### src/rtl/core/eor_pkg.sv
// Shared constants, datapath commands and status types of the ellipse outline rasterizer.
package eor_pkg;

  localparam int DEF_RADIUS_BITS = 11;
  localparam int DEF_COORD_BITS  = 13;

  localparam logic REQ_START = 1'b0;
  localparam logic REQ_STEP  = 1'b1;

  typedef enum logic [3:0] {
    CMD_NONE,
    CMD_LOAD,
    CMD_SQ_RY,
    CMD_RXSQ_RY,
    CMD_INIT1,
    CMD_STEP1,
    CMD_STEP2,
    CMD_TX_SQ,
    CMD_RY_TX,
    CMD_TY_SQ,
    CMD_RX_TY,
    CMD_RXRY,
    CMD_INIT2
  } eor_cmd_t;

  typedef struct packed {
    logic rad_zero;
    logic region_exit;
    logic y_zero;
  } eor_stat_t;

endpackage

### src/rtl/core/eor_if.sv
// Request and point-group channel interfaces of the ellipse outline rasterizer.
interface eor_req_if #(
  parameter int COORD_BITS  = 13,
  parameter int RADIUS_BITS = 11
);
  logic                          valid;
  logic                          ready;
  logic                          req_type;
  logic signed [COORD_BITS-1:0]  center_x;
  logic signed [COORD_BITS-1:0]  center_y;
  logic        [RADIUS_BITS-1:0] radius_x;
  logic        [RADIUS_BITS-1:0] radius_y;
  logic        [31:0]            color;

  modport source (output valid, req_type, center_x, center_y, radius_x, radius_y, color,
                  input ready);
  modport sink (input valid, req_type, center_x, center_y, radius_x, radius_y, color,
                output ready);
  modport mon (input valid, ready, req_type, center_x, center_y, radius_x, radius_y, color);
endinterface

interface eor_pix_if #(
  parameter int COORD_BITS = 13
);
  logic                        valid;
  logic                        ready;
  logic signed [COORD_BITS:0]  right_x;
  logic signed [COORD_BITS:0]  left_x;
  logic signed [COORD_BITS:0]  lower_y;
  logic signed [COORD_BITS:0]  upper_y;
  logic        [31:0]          pixel_color;
  logic                        last;

  modport source (output valid, right_x, left_x, lower_y, upper_y, pixel_color, last,
                  input ready);
  modport sink (input valid, right_x, left_x, lower_y, upper_y, pixel_color, last,
                output ready);
  modport mon (input valid, ready, right_x, left_x, lower_y, upper_y, pixel_color, last);
endinterface

### src/rtl/core/eor_ctrl.sv
// Controller state machine: sequences start, step and region switch commands.
module eor_ctrl (
  input  logic             clk,
  input  logic             rst,
  input  logic             in_valid,
  input  logic             in_req_type,
  output logic             in_ready,
  output logic             out_valid,
  input  logic             out_ready,
  input  eor_pkg::eor_stat_t stat,
  output eor_pkg::eor_cmd_t  cmd
);
  import eor_pkg::*;

  typedef enum logic [3:0] {
    S_IDLE, S_REG1, S_SETTLE, S_REG2,
    S_LD_RY, S_LD_RXRY, S_LD_INIT,
    S_SW_RYTX, S_SW_TY, S_SW_RXTY, S_SW_RXRY, S_SW_INIT
  } state_t;

  state_t state, state_next;
  logic   out_valid_next;
  logic   accept, produce;

  assign in_ready = (state == S_IDLE || state == S_REG1 || state == S_REG2) &&
                    (!out_valid || out_ready);
  assign accept   = in_valid && in_ready;
  assign produce  = accept && (in_req_type == REQ_STEP) &&
                    (state == S_REG1 || state == S_REG2);

  always_comb begin
    cmd        = CMD_NONE;
    state_next = state;
    if (accept && in_req_type == REQ_START) begin
      cmd        = CMD_LOAD;
      state_next = S_LD_RY;
    end else begin
      case (state)
        S_IDLE:    state_next = S_IDLE;
        S_REG1: begin
          if (accept) begin
            cmd        = CMD_STEP1;
            state_next = S_SETTLE;
          end
        end
        S_REG2: begin
          if (accept) begin
            cmd        = CMD_STEP2;
            state_next = stat.y_zero ? S_IDLE : S_REG2;
          end
        end
        S_SETTLE: begin
          if (stat.region_exit) begin
            cmd        = CMD_TX_SQ;
            state_next = S_SW_RYTX;
          end else begin
            state_next = S_REG1;
          end
        end
        S_LD_RY: begin
          cmd        = CMD_SQ_RY;
          state_next = S_LD_RXRY;
        end
        S_LD_RXRY: begin
          cmd        = CMD_RXSQ_RY;
          state_next = S_LD_INIT;
        end
        S_LD_INIT: begin
          cmd        = CMD_INIT1;
          state_next = stat.rad_zero ? S_IDLE : S_REG1;
        end
        S_SW_RYTX: begin
          cmd        = CMD_RY_TX;
          state_next = S_SW_TY;
        end
        S_SW_TY: begin
          cmd        = CMD_TY_SQ;
          state_next = S_SW_RXTY;
        end
        S_SW_RXTY: begin
          cmd        = CMD_RX_TY;
          state_next = S_SW_RXRY;
        end
        S_SW_RXRY: begin
          cmd        = CMD_RXRY;
          state_next = S_SW_INIT;
        end
        S_SW_INIT: begin
          cmd        = CMD_INIT2;
          state_next = S_REG2;
        end
        default:   state_next = S_IDLE;
      endcase
    end
  end

  assign out_valid_next = (out_valid && !out_ready) || produce;

  always_ff @(posedge clk) begin
    if (rst) begin
      state     <= S_IDLE;
      out_valid <= 1'b0;
    end else begin
      state     <= state_next;
      out_valid <= out_valid_next;
    end
  end
endmodule

### src/rtl/core/eor_dp.sv
// Datapath: ellipse registers, shared multiplier, decision update and point-group register.
module eor_dp #(
  parameter int RADIUS_BITS = 11,
  parameter int COORD_BITS  = 13
) (
  input  logic                          clk,
  input  eor_pkg::eor_cmd_t             cmd,
  output eor_pkg::eor_stat_t            stat,
  input  logic signed [COORD_BITS-1:0]  center_x,
  input  logic signed [COORD_BITS-1:0]  center_y,
  input  logic        [RADIUS_BITS-1:0] radius_x,
  input  logic        [RADIUS_BITS-1:0] radius_y,
  input  logic        [31:0]            color,
  output logic signed [COORD_BITS:0]    right_x,
  output logic signed [COORD_BITS:0]    left_x,
  output logic signed [COORD_BITS:0]    lower_y,
  output logic signed [COORD_BITS:0]    upper_y,
  output logic        [31:0]            pixel_color,
  output logic                          last
);
  import eor_pkg::*;

  localparam int R      = RADIUS_BITS;
  localparam int SQ_W   = 2 * R;
  localparam int OFF_W  = R + 2;
  localparam int DEC_W  = 4 * R + 4;
  localparam int MUL_W  = 2 * R + 4;
  localparam int PROD_W = 2 * MUL_W;
  localparam int ACC_W  = PROD_W;
  localparam int OUT_W  = COORD_BITS + 1;
  localparam int SUM_W  = ((COORD_BITS > OFF_W) ? COORD_BITS : OFF_W) + 1;

  logic signed [COORD_BITS-1:0] cx, cy;
  logic        [31:0]           draw_color;
  logic        [R-1:0]          rx_r, ry_r;
  logic        [SQ_W-1:0]       rxsq, rysq;
  logic signed [OFF_W-1:0]      x, y;
  logic signed [DEC_W-1:0]      dx, dy, dec;
  logic        [PROD_W-1:0]     mul_q;
  logic signed [ACC_W-1:0]      acc;

  logic        [MUL_W-1:0]      mul_a, mul_b, tx, aty;
  logic signed [DEC_W-1:0]      rxsq_e, rysq_e, dx_inc, dy_dec;
  logic signed [ACC_W-1:0]      q, mul_q4;
  logic signed [DEC_W-1:0]      q_div4;
  logic signed [OFF_W-1:0]      x_inc, y_dec;
  logic signed [SUM_W-1:0]      cx_e, cy_e, x_e, y_e;

  assign rxsq_e = DEC_W'(rxsq);
  assign rysq_e = DEC_W'(rysq);
  assign dx_inc = dx + (rysq_e <<< 1);
  assign dy_dec = dy - (rxsq_e <<< 1);
  assign x_inc  = x + OFF_W'(1);
  assign y_dec  = y - OFF_W'(1);

  // y never goes negative in region one, so |y-1| is 1 at y = 0 and y-1 otherwise.
  assign tx  = MUL_W'({x, 1'b1});
  assign aty = (y == '0) ? MUL_W'(1) : MUL_W'(y_dec);

  assign mul_q4 = ACC_W'({mul_q, 2'b00});

  always_comb begin
    case (cmd)
      CMD_LOAD:    begin mul_a = MUL_W'(radius_x); mul_b = MUL_W'(radius_x); end
      CMD_SQ_RY:   begin mul_a = MUL_W'(ry_r);     mul_b = MUL_W'(ry_r);     end
      CMD_RXSQ_RY: begin mul_a = MUL_W'(rxsq);     mul_b = MUL_W'(ry_r);     end
      CMD_TX_SQ:   begin mul_a = tx;               mul_b = tx;               end
      CMD_RY_TX:   begin mul_a = MUL_W'(rysq);     mul_b = mul_q[MUL_W-1:0]; end
      CMD_TY_SQ:   begin mul_a = aty;              mul_b = aty;              end
      CMD_RX_TY:   begin mul_a = MUL_W'(rxsq);     mul_b = mul_q[MUL_W-1:0]; end
      CMD_RXRY:    begin mul_a = MUL_W'(rxsq);     mul_b = MUL_W'(rysq);     end
      default:     begin mul_a = '0;               mul_b = '0;               end
    endcase
  end

  // Quarter-unit start value of either region, truncated toward zero on the divide by four.
  always_comb begin
    if (cmd == CMD_INIT1) begin
      q = ACC_W'({rysq, 2'b00}) - mul_q4 + ACC_W'(rxsq);
    end else begin
      q = acc - mul_q4;
    end
    q_div4 = DEC_W'((q < 0) ? ((q + ACC_W'(3)) >>> 2) : (q >>> 2));
  end

  assign stat.rad_zero    = (rx_r == '0) || (ry_r == '0);
  assign stat.region_exit = !(dx < dy);
  assign stat.y_zero      = (y == '0);

  assign cx_e = SUM_W'(cx);
  assign cy_e = SUM_W'(cy);
  assign x_e  = SUM_W'(x);
  assign y_e  = SUM_W'(y);

  always_ff @(posedge clk) begin
    mul_q <= mul_a * mul_b;
    case (cmd)
      CMD_LOAD: begin
        cx         <= center_x;
        cy         <= center_y;
        draw_color <= color;
        rx_r       <= radius_x;
        ry_r       <= radius_y;
        x          <= '0;
        y          <= OFF_W'(radius_y);
      end
      CMD_SQ_RY:   rxsq <= mul_q[SQ_W-1:0];
      CMD_RXSQ_RY: rysq <= mul_q[SQ_W-1:0];
      CMD_INIT1: begin
        dec <= q_div4;
        dx  <= '0;
        dy  <= DEC_W'({mul_q, 1'b0});
      end
      CMD_STEP1: begin
        x  <= x_inc;
        dx <= dx_inc;
        if (dec < 0) begin
          dec <= dec + dx_inc + rysq_e;
        end else begin
          y   <= y_dec;
          dy  <= dy_dec;
          dec <= dec + dx_inc - dy_dec + rysq_e;
        end
      end
      CMD_STEP2: begin
        y  <= y_dec;
        dy <= dy_dec;
        if (dec > 0) begin
          dec <= dec + rxsq_e - dy_dec;
        end else begin
          x   <= x_inc;
          dx  <= dx_inc;
          dec <= dec + dx_inc - dy_dec + rxsq_e;
        end
      end
      CMD_TY_SQ:   acc <= ACC_W'(mul_q);
      CMD_RXRY:    acc <= acc + mul_q4;
      CMD_INIT2:   dec <= q_div4;
      default: ;
    endcase

    if (cmd == CMD_STEP1 || cmd == CMD_STEP2) begin
      right_x     <= OUT_W'(cx_e + x_e);
      left_x      <= OUT_W'(cx_e - x_e);
      lower_y     <= OUT_W'(cy_e + y_e);
      upper_y     <= OUT_W'(cy_e - y_e);
      pixel_color <= draw_color;
      last        <= (cmd == CMD_STEP2) && (y == '0);
    end
  end
endmodule

### src/rtl/core/ellipse_outline_rasterizer_top.sv
// Top level of the ellipse outline rasterizer: controller plus datapath.
//
//  channel  direction  protocol     payload
//  req      in         valid/ready  req_type, center_x, center_y, radius_x, radius_y, color
//  pix      out        valid/ready  right_x, left_x, lower_y, upper_y, pixel_color, last
//
// A start transfer occupies the block through the states S_LD_RY, S_LD_RXRY and S_LD_INIT,
// since the squares of both radii and the product rx^2*ry pass one after another through
// the single shared multiplier. A step in region one is the update, then the slope compare;
// on the step that leaves region one, the region two start value is then built from five
// chained multiplies. A step in region two has no slope compare.
// Reset returns the controller to idle and empties the output register.
// A held result stalls only the next request; the register is freed when pix is taken.
module ellipse_outline_rasterizer_top #(
  parameter int RADIUS_BITS = eor_pkg::DEF_RADIUS_BITS,
  parameter int COORD_BITS  = eor_pkg::DEF_COORD_BITS
) (
  input logic       clk,
  input logic       rst,
  eor_req_if.sink   req,
  eor_pix_if.source pix
);
  import eor_pkg::*;

  eor_cmd_t  cmd;
  eor_stat_t stat;

  // The controller owns the handshakes and the sequencing; everything wide is in the datapath.
  eor_ctrl u_ctrl (
    .clk         (clk),
    .rst         (rst),
    .in_valid    (req.valid),
    .in_req_type (req.req_type),
    .in_ready    (req.ready),
    .out_valid   (pix.valid),
    .out_ready   (pix.ready),
    .stat        (stat),
    .cmd         (cmd)
  );

  // The datapath keeps the ellipse, the incremental slope terms and the result register.
  eor_dp #(
    .RADIUS_BITS (RADIUS_BITS),
    .COORD_BITS  (COORD_BITS)
  ) u_dp (
    .clk         (clk),
    .cmd         (cmd),
    .stat        (stat),
    .center_x    (req.center_x),
    .center_y    (req.center_y),
    .radius_x    (req.radius_x),
    .radius_y    (req.radius_y),
    .color       (req.color),
    .right_x     (pix.right_x),
    .left_x      (pix.left_x),
    .lower_y     (pix.lower_y),
    .upper_y     (pix.upper_y),
    .pixel_color (pix.pixel_color),
    .last        (pix.last)
  );
endmodule

### src/flat_wrapper.sv
// flat-port wrapper written by rule: the top's interface ports become plain ports
module ellipse_outline_rasterizer_top_flat import eor_pkg::*;
#(
  parameter int RADIUS_BITS = eor_pkg::DEF_RADIUS_BITS,
  parameter int COORD_BITS  = eor_pkg::DEF_COORD_BITS
)
  (clk, rst, req_valid, req_req_type, req_center_x, req_center_y, req_radius_x, req_radius_y, req_color, req_ready, pix_valid, pix_right_x, pix_left_x, pix_lower_y, pix_upper_y, pix_pixel_color, pix_last, pix_ready);
  eor_req_if #(.COORD_BITS(COORD_BITS), .RADIUS_BITS(RADIUS_BITS)) req_i ();
  eor_pix_if #(.COORD_BITS(COORD_BITS)) pix_i ();
  input logic clk;
  input logic rst;
  input wire logic [$bits(req_i.valid)-1:0] req_valid;
  input wire logic [$bits(req_i.req_type)-1:0] req_req_type;
  input wire logic [$bits(req_i.center_x)-1:0] req_center_x;
  input wire logic [$bits(req_i.center_y)-1:0] req_center_y;
  input wire logic [$bits(req_i.radius_x)-1:0] req_radius_x;
  input wire logic [$bits(req_i.radius_y)-1:0] req_radius_y;
  input wire logic [$bits(req_i.color)-1:0] req_color;
  output wire logic [$bits(req_i.ready)-1:0] req_ready;
  output wire logic [$bits(pix_i.valid)-1:0] pix_valid;
  output wire logic [$bits(pix_i.right_x)-1:0] pix_right_x;
  output wire logic [$bits(pix_i.left_x)-1:0] pix_left_x;
  output wire logic [$bits(pix_i.lower_y)-1:0] pix_lower_y;
  output wire logic [$bits(pix_i.upper_y)-1:0] pix_upper_y;
  output wire logic [$bits(pix_i.pixel_color)-1:0] pix_pixel_color;
  output wire logic [$bits(pix_i.last)-1:0] pix_last;
  input wire logic [$bits(pix_i.ready)-1:0] pix_ready;
  assign req_i.valid = req_valid;
  assign req_i.req_type = req_req_type;
  assign req_i.center_x = req_center_x;
  assign req_i.center_y = req_center_y;
  assign req_i.radius_x = req_radius_x;
  assign req_i.radius_y = req_radius_y;
  assign req_i.color = req_color;
  assign req_ready = req_i.ready;
  assign pix_valid = pix_i.valid;
  assign pix_right_x = pix_i.right_x;
  assign pix_left_x = pix_i.left_x;
  assign pix_lower_y = pix_i.lower_y;
  assign pix_upper_y = pix_i.upper_y;
  assign pix_pixel_color = pix_i.pixel_color;
  assign pix_last = pix_i.last;
  assign pix_i.ready = pix_ready;
  ellipse_outline_rasterizer_top #(.RADIUS_BITS(RADIUS_BITS), .COORD_BITS(COORD_BITS)) u_core (.clk(clk), .rst(rst), .req(req_i), .pix(pix_i));
endmodule
### config.mk
export PLATFORM = sky130hd
export DESIGN_NAME = ellipse_outline_rasterizer_top_flat
export DESIGN_NICKNAME = d
export VERILOG_FILES = /design/src/rtl/core/eor_pkg.sv /design/src/rtl/core/eor_if.sv /design/src/rtl/core/eor_ctrl.sv /design/src/rtl/core/eor_dp.sv /design/src/rtl/core/ellipse_outline_rasterizer_top.sv /design/src/flat_wrapper.sv
export SDC_FILE = /design/constraint.sdc
export NUM_CORES = 2
export LEC_CHECK = 0
export BUFFER_PORTS_ARGS = -buffer_cell sky130_fd_sc_hd__buf_2
export CAP_MARGIN = 0
export CORE_AREA = 8 8 423 425
export CTS_BUF_LIST = sky130_fd_sc_hd__clkbuf_4 sky130_fd_sc_hd__clkbuf_8 sky130_fd_sc_hd__clkbuf_16
export CTS_CLUSTER_SIZE = 14
export DETAILED_ROUTE_END_ITERATION = 6
export DIE_AREA = 0 0 431 433
export GPL_TIMING_DRIVEN = 0
export SYNTH_ARGS = -nofsm -noshare
export SYNTH_HDL_FRONTEND = slang
export SYNTH_SLANG_ARGS = --single-unit
export TNS_END_PERCENT = 100
### constraint.sdc
create_clock -name clk -period 31.4 [get_ports clk]
set_clock_uncertainty 0.1 [all_clocks]
set_input_delay 4.71 -clock clk [delete_from_list [all_inputs] [get_ports clk]]
set_output_delay 4.71 -clock clk [all_outputs]
set_load 0.01 [all_outputs]
## Yosys cells after proc, flatten, opt, wreduce, memory -nomap -nowiden

Index checks and enable logic that the tools add are counted.

- $add $sub $neg: 20
- Multiply operators: 1
- Divide/modulo/power cells: 0
- $lt $le $gt $ge: 4
- Equal/unequal tests: 29
- Shift-type cells: 0
- Multiplexer cells: 29
- Bitwise operators: 1
- Reduce and logical (&&, ||, !) cells: 35

Operators with widths:

| kind | count |
|---|---|
| case mux 48 bit (3 select lines) | 3 |
| case mux 26 bit (6 select lines) | 2 |
| 2-to-1 mux 48 bit | 5 |
| adder 48 x 23 -> 48 bit | 4 |
| case mux 52 bit (2 select lines) | 1 |
| subtractor 48 bit | 2 |
| case mux 4 bit (11 select lines) | 2 |
| case mux 13 bit (3 select lines) | 2 |
| adder 52 x 22 -> 52 bit | 1 |
| adder 52 bit | 1 |
| < comparator 52 x 1 -> 1 bit, second input constant | 1 |
| multiplier 26 x 26 -> 52 bit | 1 |
| 2-to-1 mux 52 bit | 1 |
| subtractor 24 x 52 -> 52 bit | 1 |
| subtractor 52 bit | 1 |
| adder 50 x 3 -> 50 bit, second input constant | 1 |
| adder 48 x 24 -> 48 bit | 1 |
| adder 48 bit | 1 |
| greater-than comparator 48 x 1 -> 1 bit, second input constant | 1 |
| < comparator 48 x 1 -> 1 bit, second input constant | 1 |
| < comparator 48 bit | 1 |
| subtractor 48 x 24 -> 48 bit | 1 |
| == test 4 bit, second input constant | 9 |
| == test 4 x 3 -> 1 bit, second input constant | 8 |
| 26 further kinds | 67 |

- Flip-flop bits (word level): 492
- Bits in latches: 0
- RAM bits: 0
- Memory bits (read-only): 0
- Output and inout port bits: 91
- Logic and storage cells: 142
- Memories kept: 0

## Depth between registers and ports, before layout

- Word-level depth: 13
- Depth in mapped cells: 47

## Cells and area by module

Synthesis repeated with hierarchy kept, for this count alone.

- Cells, all modules: 7,812
- Area, all modules: 67,349.6 sq um

By module, submodules not included:

| module | times used | cells each | area an instance (sq um) | sequential area each (sq um) |
|---|---|---|---|---|
| eor_dp | 1 | 7,746 | 66,892.9 | 13,983.4 |
| eor_ctrl | 1 | 66 | 456.7 | 100.1 |

## Worst setup path after synthesis

OpenSTA, ideal clock, no wires.

- Path kind: input to register
- From: input port pix_ready
- To: register u_core.u_dp.mul_q[50]
- Library setup time: 62 ps
- Arrival time: 16,049 ps
- Path slack: 15,189 ps
- Stages on the path: 37
- Buffers on the path: 4
- Cell sequence: nand2b_1 > nand2_1 > or3_1 > buf_2 > inv_2 > clkbuf_1 > clkbuf_1 > a222oi_1 > nand2_1 > clkbuf_1 > nand2_1 > fa_1 > inv_1 > fa_1 > inv_1 > fa_1 > fa_1 > inv_1 > fa_1 > fa_1 > inv_1 > fa_1 > inv_1 > ha_1 > a21o_1 > a21o_1 > a21oi_1 > o21ai_0 > inv_1 > o41a_1 > o21ai_1 > a41o_1 > a221o_1 > a311oi_1 > o21ai_0 > or4_1 > nand3_1

- Cells in the longest elaborated chain, start to end: 10

Ends and longest elaborated chain:

| what | line | source |
|---|---|---|
| from (decl) | flat_wrapper.sv:27 | `input wire logic [$bits(pix_i.ready)-1:0] pix_ready;` |
| logical OR 1 bit * | eor_ctrl.sv:26 | `(!out_valid \|\| out_ready);` |
| logical AND 1 bit * | eor_ctrl.sv:25 | `assign in_ready = (state == S_IDLE \|\| state == S_REG1 \|\| state == S_REG2) &&` |
| logical AND 1 bit * | eor_ctrl.sv:27 | `assign accept = in_valid && in_ready;` |
| 2-to-1 mux 3 bit (on tied branches) | eor_ctrl.sv:41, eor_ctrl.sv:47 |  |
| case mux 4 bit (11 select lines) | eor_ctrl.sv:38 | `case (state)` |
| 2-to-1 mux 4 bit * | eor_ctrl.sv:34 | `if (accept && in_req_type == REQ_START) begin` |
| == test 4 bit or == test 4 x 2 -> 1 bit (tied branches) | eor_dp.sv:63 | `case (cmd)` |
| OR reduction 3 bit (no line) or OR reduction 2 bit (tied branches) | - |  |
| case mux 26 bit (6 select lines) | eor_dp.sv:63 |  |
| multiplier 26 x 26 -> 52 bit * | eor_dp.sv:96 | `mul_q <= mul_a * mul_b;` |
| to (signal assigned) | eor_dp.sv:96 |  |
| to (decl) | eor_dp.sv:39 | `logic [PROD_W-1:0] mul_q;` |

Mark *: on every way between the ends. The rest lies on a longest branch, timed or not.
A chain may end at the register's enable or synchronous reset.

## Final worst setup path

- From: input port pix_ready
- To: register u_core.u_dp.mul_q[48]

The elaborated chain is that of the path after synthesis.

==> results.sh <==
export IMPL_ys_types=112
export IMPL_drt_pass1_iterations=7
export IMPL_cts_tree="done"
export IMPL_violations="DRC, capacitance limit, slew limit"
export IMPL_drive_above_1_share_pct=6.00
export IMPL_slew_violations=1
export IMPL_nets=9541
export IMPL_gp_congestion=1.04
export IMPL_grt_usage_pct=28.3
export IMPL_syn2layout_area_growth_pct=9.07
export IMPL_worstPathRequired_ps=31770
export IMPL_hold_start="u_core.u_dp.draw_color[9]$_DFFE_PN_"
export IMPL_tightest_slew_ps=1500
export IMPL_syn_area_um2=68400
export IMPL_rows=153
export IMPL_hold_buffers=0
export IMPL_vias_per_cell=5.85
export IMPL_dp_cells=10426
export IMPL_start_util_pct=39.7
export IMPL_finalCritPeriodShare_pct=57.6
export IMPL_fill_cells=17257
export IMPL_synthArstFlopShare_pct=0
export IMPL_dp_hpwl_mm=228
export IMPL_mostFrequentLayoutCell="inv_1"
export IMPL_synthFlopType="edfxtp_1"
export IMPL_utilization_pct=43.2
export IMPL_grt_max_degree=65
export IMPL_synthesis_nets=9281
export IMPL_pin_count=176
export IMPL_p_per_area_nw_per_um2=22.4
export IMPL_rsz0062_at_grt="false"
export IMPL_clk_latency_ps=720
export IMPL_cp_end_kind="register"
export IMPL_grt_overflow=0
export IMPL_clk_pin_slew_ps=70
export IMPL_yosysWarnings=0
export IMPL_cts_root_buffer="clkbuf_16"
export IMPL_num_vias=61664
export IMPL_avgSynthCellArea_um2=8.65
export IMPL_drc=8
export IMPL_r2r_start="u_core.u_dp.dx[17]$_SDFFCE_PP0P_"
export IMPL_antenna_found_initial=14
export IMPL_fin_cells=10545
export IMPL_htreeDepth=2
export IMPL_min_period_ps=18070
export IMPL_relSlewSlack_pct=-0.746
export IMPL_irDropWorstVdd_uv=41.5
export IMPL_whs_ps=298
export IMPL_path_common_cell="fa_1"
export IMPL_grt_pass1_vias=61435
export IMPL_ys_seq_elements=488
export IMPL_arrival_ps=18450
export IMPL_drt_total_wl_mm=272
export IMPL_synth_edf_count=431
export IMPL_maxCapViolCount=2
export IMPL_ant_nets=0
export IMPL_post_cts_resize_count=0
export IMPL_start_kind="input pin"
export IMPL_leakagePower_nw=32.8
export IMPL_min_path_type="register to register"
export IMPL_core_area_um2=172000
export IMPL_hold_viol=0
export IMPL_syn_inst=7904
export IMPL_ctsLongestPathBuffers=3
export IMPL_final_cell_mix="inv_1, nand2_1, ha_1, nor2_1, fa_1"
export IMPL_critPathSlowestCell="a222oi_1"
export IMPL_port_buffers=175
export IMPL_die_width_um=431
export IMPL_status="finished, violations left"
export IMPL_synth_seq_area_share_pct=20.6
export IMPL_critPathLaunch="pix_ready"
export IMPL_criticalPathCategory="input pin to register"
export IMPL_setup_viol=0
export IMPL_postCtsSetupBuffers=0
export IMPL_crit_buf_inv=8
export IMPL_die_height_um=433
export IMPL_fmax_mhz=55.3
export IMPL_tns_ps=0
export IMPL_grt_pass1_wl_mm=399
export IMPL_cts_buffers=60
export IMPL_worstPathMaxFanout=10
export IMPL_first_iter_violations=6557
export IMPL_wl_per_cell_um=25.8
export IMPL_max_stage_delay_ps=1170
export IMPL_die_area_um2=187000
export IMPL_clock_sinks=488
export IMPL_critical_path_top_delay_family="compound AO/OA/AOI/OAI gates"
[sequential cells by signal, summed over array words and instances (netlist names)]
| register | count |
|---|---|
| u_core.u_dp.acc | 52 |
| u_core.u_dp.mul_q | 52 |
| u_core.u_dp.dec | 48 |
| u_core.u_dp.dx | 47 |
| u_core.u_dp.dy | 47 |
| u_core.u_dp.draw_color | 32 |
| u_core.u_dp.pixel_color | 32 |
| u_core.u_dp.rxsq | 22 |
| u_core.u_dp.rysq | 22 |
| u_core.u_dp.lower_y | 14 |
| u_core.u_dp.right_x | 14 |
| u_core.u_dp.cx | 13 |
| u_core.u_dp.cy | 13 |
| u_core.u_dp.left_x | 13 |
| u_core.u_dp.upper_y | 13 |
| u_core.u_dp.x | 13 |
| u_core.u_dp.y | 13 |
| u_core.u_dp.rx_r | 11 |
| u_core.u_dp.ry_r | 11 |
| u_core.u_ctrl.state | 4 |
| u_core.u_ctrl.out_valid | 1 |
| u_core.u_dp.last | 1 |
[stage by stage]
stage | setup WS [ps] | total power [W] | area (um2)
2_1_floorplan | 15190 | 0.000883 | 68400
3_3_place_gp | 8840 | 0.000958 | 72200
3_5_place_dp | 13130 | 0.000959 | 72600
4_1_cts | 13840 | 0.00167 | 74600
5_1_grt | 13400 | 0.00172 | 74600
6_report | 13330 | 0.00167 | 74600
[where the power goes]
group	internal [W]	switching, W	total (W)
registers	0.000714	0.0000166	0.000730
clock network	0.000396	0.000320	0.000716
logic	0.0000783	0.000145	0.000224
[cells in the mapped netlist, types with 27 or more instances]
| library cell | instances | area share (%) |
|---|---|---|
| inv_1 | 1044 | 5.7 |
| nand2_1 | 861 | 4.7 |
| ha_1 | 671 | 12 |
| nor2_1 | 666 | 3.7 |
| fa_1 | 621 | 18 |
| a21oi_1 | 490 | 3.6 |
| edfxtp_1 | 431 | 19 |
| xnor2_1 | 382 | 4.9 |
| o21ai_0 | 375 | 2.7 |
| clkbuf_1 | 217 | 1.2 |
| a21o_1 | 187 | 2.1 |
| xor2_1 | 157 | 2.0 |
| nand3_1 | 132 | 0.97 |
| nor3_1 | 114 | 0.83 |
| and2_1 | 113 | 1.0 |
| nand4_1 | 84 | 0.77 |
| o21bai_1 | 74 | 0.81 |
| o211ai_1 | 72 | 0.79 |
| and3_1 | 68 | 0.62 |
| o21a_1 | 64 | 0.70 |
| nand2b_1 | 63 | 0.58 |
| or3_1 | 61 | 0.56 |
| dfxtp_1 | 57 | 1.7 |
| nor2b_1 | 50 | 0.46 |
| buf_2 | 46 | 0.34 |
| nor4_1 | 46 | 0.42 |
| a31oi_1 | 45 | 0.41 |
| a211oi_1 | 44 | 0.48 |
| mux2i_1 | 41 | 0.60 |
| o221ai_1 | 36 | 0.46 |
| a221o_1 | 34 | 0.50 |
| o31ai_1 | 33 | 0.36 |
| a221oi_1 | 31 | 0.40 |
| or2_2 | 30 | 0.27 |
| and4_1 | 27 | 0.35 |
[layout make-up]
| class | count | area (um2) | share of cell area, % |
|---|---|---|---|
| Timing Repair Buffer | 198 | 1190 | 1.60 |
| Sequential cell | 488 | 14100 | 18.9 |
| Tap cell | 2325 | 2910 | 3.90 |
| Clock inverter | 46 | 435 | 0.584 |
| Antenna cell | 5 | 12.5 | 0.0168 |
| Clock buffer | 67 | 1560 | 2.09 |
| Buffer | 293 | 1210 | 1.62 |
| Inverter | 1047 | 3930 | 5.27 |
| Multi-Input combinational cell | 6076 | 49300 | 66.0 |
[metal layers]
metal | global-route usage (%) | vias up | part of all wire (%)
li1 | - | 27683 | -
met1 | 35.6 | 30266 | 39
met2 | 46.8 | 2965 | 46
met3 | 4.76 | 746 | 8.4
met4 | 14.9 | 4 | 6.5
met5 | 0 | - | 0.0092
[cells by family after synthesis]
logic type      Yosys count  share of synthesized area [%]
fa+ha+maj              1292                           30.5
buf+inv                1340                           7.50
compound gates         1779                           17.1
xor+xnor                540                           6.94
flops                   488                           20.6
simple gates           2401                           16.4
mux                      64                          0.979
[worst paths after layout]
check / to / slack, ps / cells past startpoint
min reg2reg: u_core.u_dp.pixel_color[9]$_DFFE_PN_ / 300 / 0
max: u_core.u_dp.mul_q[48]$_DFF_P_ / 13330 / 37
max reg2reg: u_core.u_dp.mul_q[48]$_DFF_P_ / 15470 / 36
min: u_core.u_dp.pixel_color[9]$_DFFE_PN_ / 300 / 0
Power figures use the tool's default switching activity.
